### config.mk
export PLATFORM = sky130hd
export DESIGN_NAME = rbfh_div
export DESIGN_NICKNAME = d
export VERILOG_FILES = /design/src/rtl/core/rbfh_pkg.sv /design/src/rtl/core/rbfh_div.sv
export SDC_FILE = /design/constraint.sdc
export NUM_CORES = 2
export LEC_CHECK = 0
export BUFFER_PORTS_ARGS = -buffer_cell sky130_fd_sc_hd__buf_2
export CAP_MARGIN = 25
export CORE_UTILIZATION = 60
export CTS_CLUSTER_SIZE = 10
export DETAILED_ROUTE_END_ITERATION = 10
export PLACE_DENSITY = 0.85
export REMOVE_ABC_BUFFERS = 1
export SYNTH_ARGS = -nofsm -noshare
export SYNTH_HDL_FRONTEND = slang
export SYNTH_MEMORY_MAX_BITS = 65536
export SYNTH_SLANG_ARGS = --single-unit
### constraint.sdc
create_clock -name clk -period 4.7 [get_ports clk]
set_input_delay 0 -clock clk [delete_from_list [all_inputs] [get_ports clk]]
set_output_delay 0 -clock clk [all_outputs]
set_load 0.02 [all_outputs]
### src/rtl/core/rbfh_pkg.sv
// ----------------------------------------------------------------------------
// rbfh_pkg
// Shared types, constants and helpers for the ray/box face hit test.
// ----------------------------------------------------------------------------
package rbfh_pkg;

  localparam int FRAC_BITS = 16;
  localparam int AXES      = 3;
  localparam int WORD_W    = 32;
  localparam int QW        = 32;
  localparam int NUM_W     = WORD_W + 1 + FRAC_BITS;
  localparam int HI_W      = NUM_W - QW;
  localparam int DIV_LAT   = QW + 3;
  localparam int FACE_LAT  = 3;
  localparam int PIPE_LAT  = DIV_LAT + FACE_LAT + 2;

  localparam logic signed [WORD_W-1:0] SAT_MAX = 32'sh7fffffff;
  localparam logic signed [WORD_W-1:0] SAT_MIN = 32'sh80000000;
  localparam logic signed [63:0] P_MAX = 64'sh000000007fffffff;
  localparam logic signed [63:0] P_MIN = 64'shffffffff80000000;
  localparam logic [63:0] ROUND_BIAS = (64'd1 << FRAC_BITS) - 64'd1;

  typedef logic [WORD_W-1:0] word_t;

  typedef struct packed {
    word_t st;
    word_t dr;
    word_t lo;
    word_t hi;
  } axis_t;

  typedef axis_t [AXES-1:0] item_t;

  function automatic word_t scale_sat(input logic signed [63:0] p);
    logic signed [63:0] b;
    logic signed [63:0] s;
    b = p + (p[63] ? ROUND_BIAS : 64'd0);
    s = b >>> FRAC_BITS;
    if (s > P_MAX) return SAT_MAX;
    if (s < P_MIN) return SAT_MIN;
    return s[WORD_W-1:0];
  endfunction

  function automatic logic in_range(input word_t st, input word_t pr, input word_t lo,
                                    input word_t hi);
    logic signed [WORD_W+1:0] pt;
    logic signed [WORD_W+1:0] l;
    logic signed [WORD_W+1:0] h;
    pt = $signed({{2{st[WORD_W-1]}}, st}) + $signed({{2{pr[WORD_W-1]}}, pr});
    l  = $signed({{2{lo[WORD_W-1]}}, lo});
    h  = $signed({{2{hi[WORD_W-1]}}, hi});
    return (pt >= l) && (pt <= h);
  endfunction

endpackage

### src/rtl/core/rbfh_div.sv
// ----------------------------------------------------------------------------
// rbfh_div
// Pipelined signed fixed-point divide t = ((plane - start) << FRAC) / dir,
// one quotient bit per stage, truncating toward zero, saturating to 32 bits.
// ----------------------------------------------------------------------------
module rbfh_div
  import rbfh_pkg::*;
(
  input  logic  clk,
  input  word_t plane,
  input  word_t st,
  input  word_t dr,
  output word_t t
);

  logic signed [WORD_W:0] diff;
  logic [WORD_W:0]        mag;
  logic [NUM_W-1:0]       num_r;
  logic [QW-1:0]          den_r;
  logic                   neg1_r;

  logic [QW:0]   rem_r [0:QW];
  logic [QW-1:0] n_r   [0:QW];
  logic [QW-1:0] q_r   [0:QW];
  logic [QW-1:0] d_r   [0:QW];
  logic          neg_r [0:QW];
  logic          ovf_r [0:QW];
  logic [HI_W-1:0] hi_part;

  word_t t_r;

  assign diff = $signed({plane[WORD_W-1], plane}) - $signed({st[WORD_W-1], st});
  assign mag  = diff[WORD_W] ? (~diff + 1'b1) : diff;

  always_ff @(posedge clk) begin
    num_r  <= {mag, {FRAC_BITS{1'b0}}};
    den_r  <= dr[WORD_W-1] ? (~dr + 1'b1) : dr;
    neg1_r <= diff[WORD_W] ^ dr[WORD_W-1];
  end

  assign hi_part = num_r[NUM_W-1:QW];

  always_ff @(posedge clk) begin
    rem_r[0] <= (QW+1)'(hi_part);
    n_r[0]   <= num_r[QW-1:0];
    q_r[0]   <= '0;
    d_r[0]   <= den_r;
    neg_r[0] <= neg1_r;
    ovf_r[0] <= QW'(hi_part) >= den_r;
  end

  for (genvar i = 0; i < QW; i++) begin : g_step
    logic [QW:0] trial;
    logic        ge;
    assign trial = {rem_r[i][QW-1:0], n_r[i][QW-1]};
    assign ge    = trial >= {1'b0, d_r[i]};
    always_ff @(posedge clk) begin
      rem_r[i+1] <= ge ? (trial - {1'b0, d_r[i]}) : trial;
      q_r[i+1]   <= {q_r[i][QW-2:0], ge};
      n_r[i+1]   <= {n_r[i][QW-2:0], 1'b0};
      d_r[i+1]   <= d_r[i];
      neg_r[i+1] <= neg_r[i];
      ovf_r[i+1] <= ovf_r[i];
    end
  end

  always_ff @(posedge clk) begin
    if (ovf_r[QW]) begin
      t_r <= neg_r[QW] ? SAT_MIN : SAT_MAX;
    end else if (!neg_r[QW]) begin
      t_r <= q_r[QW][QW-1] ? SAT_MAX : q_r[QW];
    end else begin
      t_r <= q_r[QW][QW-1] ? SAT_MIN : (~q_r[QW] + 1'b1);
    end
  end

  assign t = t_r;

endmodule

==> metrics.txt <==
Total Routed Length 294,900 um; worst vdd ir 0.4483 mV; largest net degree at the start of global routing 64; first-pass GRT wire length 468,800 um; placed inst area 125,500 sq um; RePlAce Congestion 0.9715; Final setup viols 3; dpl ws 0.3915 ns; CORE AREA 200,500 sq um; dpl hpwl 204,600 um; flop2flop setup slack 0.17 ns; Rows 164; worst slew pin tran 1.117 ns; Design Power 106.7 mW; Seq cells post-synth 2,861; synthesized area 121,500 sq um; DRC 0; mean number of vias per cell 5.817; Slew Limit Fails 0; Clock power frac 20.8%; WL/cell 18.50 um; Crit. End Element flop; internal power 66.36 mW; period utilization 104.3%; end of the critical path num_r[43]$_DFF_P_; Reg2Reg Depth 14; proportion of layout cells with a drive suffix above 1 7.693%; DRC violation total after the first TritonRoute iteration 7,299; CTS Buf Count 341; CTS tree done; Sequential Power Share 34.0%; Post-Syn Instances 12,710; outcome finished, violations left; pwr/cell area 781.0 nW/um^2; clock transition at the registers of the reported paths 0.06 ns; Primary FF master, synth dfxtp_1; Crit Path Category in -> reg; Layout Utilization 68.17%; asr flop ratio synth 0%; initial antenna violation count 10; die area 204,300 sq um; final worst slack -0.1998 ns; Hold Vio Cnt, Final 0; Crit path arrival time 5.74 ns; post-synth top area cell dfxtp_1; Reg2Reg Launch Point d_r[0][1]$_DFF_P_; Net Sw Frac 37.83%; largest cells by area after synthesis dfxtp_1 (47%), ha_1 (11%), a21oi_1 (4.1%); violated checks negative setup slack; number of synthesis warnings 0; WHS 0.1497 ns; cell leakage power 63.19 nW; Die Width 451.9 um; Design Area, Final 136,700 sq um; Bufs on Longest Clock Path 4; via count 92,750; Startpoint Class input port; number of max-cap violations 0; FF-to-FF End rem_r[0][45]$_DFF_P_; worst skew pair latency 0.95 ns; post-layout min period 4.900 ns; Initial Util 60.59%; Max Freq 0.2041 GHz; number of port buffers 128; worst setup path startpoint plane[14]; sequential fraction of the synthesis area 47.15%; crit-path max FO 3; number of nets still failing antenna checks after routing 0; Mean Syn Cell Area 9.555 sq um; total global routing overflow 0; Critical Path RT 5.54 ns; clock skew 0.08238 ns; GRT Total Usage 28.10%; Die Y 451.9 um; IO Pins 129; Synth top area share 47.15%; Relative slew margins 24.56%; TritonCTS Sinks 2,861; switching power 40.38 mW; Detailed Routing Iterations Pass 1 8; Netlist cell types 83; Post-synth EDFFs 0; CTS HTree Levels 5; number of global-route vias before repair 91,810; Nets 14,430; Logic pwr share 45.2%; area delta synth->final 12.51%; Hold Crit Class in -> reg; root buf cell clkbuf_16
[worst min-delay path by stage]
stage            from                 to  cells after the start
4_1_cts        st[25]  num_r[44]$_DFF_P_                      8
6_report       st[31]  num_r[17]$_DFF_P_                      7
3_5_place_dp    dr[0]   den_r[0]$_DFF_P_                      1
3_3_place_gp    dr[0]   den_r[0]$_DFF_P_                      1
5_1_grt        st[31]  num_r[17]$_DFF_P_                      7
2_1_floorplan   dr[0]   den_r[0]$_DFF_P_                      0
[sequential cells by signal, summed over array words and instances, names as in the netlist]
register and count:
t 32, neg_r 33, den_r 32, d_r 1024
q_r 528, num_r 33, n_r 136, rem_r 1009
ovf_r 33, neg1_r 1
[area by class of cell]
cell class	count	area, sq um
Inverter	1318	4947
Fill cell	14180	63810
Multi-Input combinational cell	8305	58640
Tap cell	2656	3323
Antenna cell	4	10.01
Sequential cell	2861	57270
Clock inverter	12	140.1
Timing Repair Buffer	414	3550
Clock buffer	375	8785
[through the flow]
| stage | cells | TNS, ns |
|---|---|---|
| finish | 15950 | -0.4249 |
| global route | 15940 | -0.7570 |
| CTS | 15940 | 0 |
| detailed placement | 15330 | 0 |
| global placement | 15330 | 0 |
| floorplan | 12480 | -617.55 |
[cell usage after synthesis (all sizes together), types with 135 or more instances]
| cell type | instances |
|---|---|
| nor2b | 149 |
| nand4 | 136 |
| ha | 1061 |
| nand3 | 163 |
| nand2 | 864 |
| xnor2 | 508 |
| o21a | 135 |
| inv | 1318 |
| mux2 | 320 |
| nor2 | 769 |
| dfxtp | 2861 |
| nor3 | 177 |
| nand2b | 175 |
| clkbuf | 210 |
| a21oi | 991 |
| a21o | 428 |
| o21ai | 865 |
| xor2 | 356 |
[critical path, cell delays in order]
cell	delay (ns)
dlygate4sd3_1	0.53
buf_2	0.13
ha_1	0.33
dlygate4sd3_1	0.67
a21o_1	0.19
a21oi_1	0.10
o21ai_0	0.48
a221o_1	0.24
dlygate4sd3_1	0.55
a211oi_1	0.06
nor4_2	0.56
nand3_1	0.23
nor3_1	0.45
and3_1	0.36
a21oi_1	0.13
xor2_1	0.15
dlygate4sd3_1	0.56
[layer usage]
metal	up-vias	GRT usage [%]	wire length, um
met5	-	0	34
met4	6	14.22	15180
met3	1107	4.899	19490
met2	3614	49.24	142500
met1	43350	32.88	117800
li1	44670	-	-
[power groups by stage]
| stage | clock [mW] | combinational, mW | sequential [mW] |
|---|---|---|---|
| detailed placement | 0 | 46.0 | 36.4 |
| global route | 23.5 | 53.4 | 36.7 |
| global placement | 0 | 44.8 | 36.3 |
| floorplan | 0 | 36.7 | 34.5 |
| CTS | 22.5 | 47.3 | 36.1 |
| finish | 22.2 | 48.3 | 36.2 |
[layout by cell type (no fill, tap or decap), types with 26 or more instances in the layout]
| master | netlist | layout |
|---|---|---|
| a211o_1 | 47 | 46 |
| a211oi_1 | 90 | 85 |
| a21boi_0 | 51 | 51 |
| a21o_1 | 428 | 428 |
| a21oi_1 | 991 | 987 |
| a31o_2 | 32 | 32 |
| a31oi_1 | 116 | 115 |
| and2_1 | 32 | 32 |
| and3_1 | 66 | 65 |
| buf_2 | 3 | 129 |
| buf_4 | 0 | 48 |
| clkbuf_16 | 0 | 344 |
| dfxtp_1 | 2861 | 2861 |
| dlygate4sd3_1 | 0 | 217 |
| fa_1 | 32 | 32 |
| ha_1 | 1061 | 1061 |
| inv_1 | 1318 | 1318 |
| mux2_2 | 320 | 320 |
| mux2i_1 | 28 | 28 |
| nand2_1 | 864 | 863 |
| nand2b_1 | 175 | 175 |
| nand3_1 | 163 | 163 |
| nand4_1 | 136 | 136 |
| nor2_1 | 768 | 767 |
| nor2b_1 | 149 | 147 |
| nor3_1 | 177 | 177 |
| nor4_1 | 35 | 33 |
| o211ai_1 | 43 | 43 |
| o21a_1 | 135 | 135 |
| o21ai_0 | 858 | 855 |
| o21bai_1 | 96 | 96 |
| o22ai_1 | 26 | 26 |
| o31ai_1 | 83 | 80 |
| or2_2 | 52 | 52 |
| or3_1 | 41 | 41 |
| xnor2_1 | 508 | 508 |
| xor2_1 | 356 | 356 |
[logic make-up after synthesis]
family          synth area share (%)
fa+ha+maj                      11.46
mux                            3.197
compound gates                 16.56
simple gates                   10.62
flops                          47.15
buf+inv                        4.781
xor+xnor                       6.230
[repair_timing]
item	4_1_cts	5_1_grt
resized for setup	0	13
hold buffers	217	0
setup buffers	0	1
hold endpoints to repair	66	0
endpoints found under the setup margin	0	26
(Power assumes the default switching activity.)
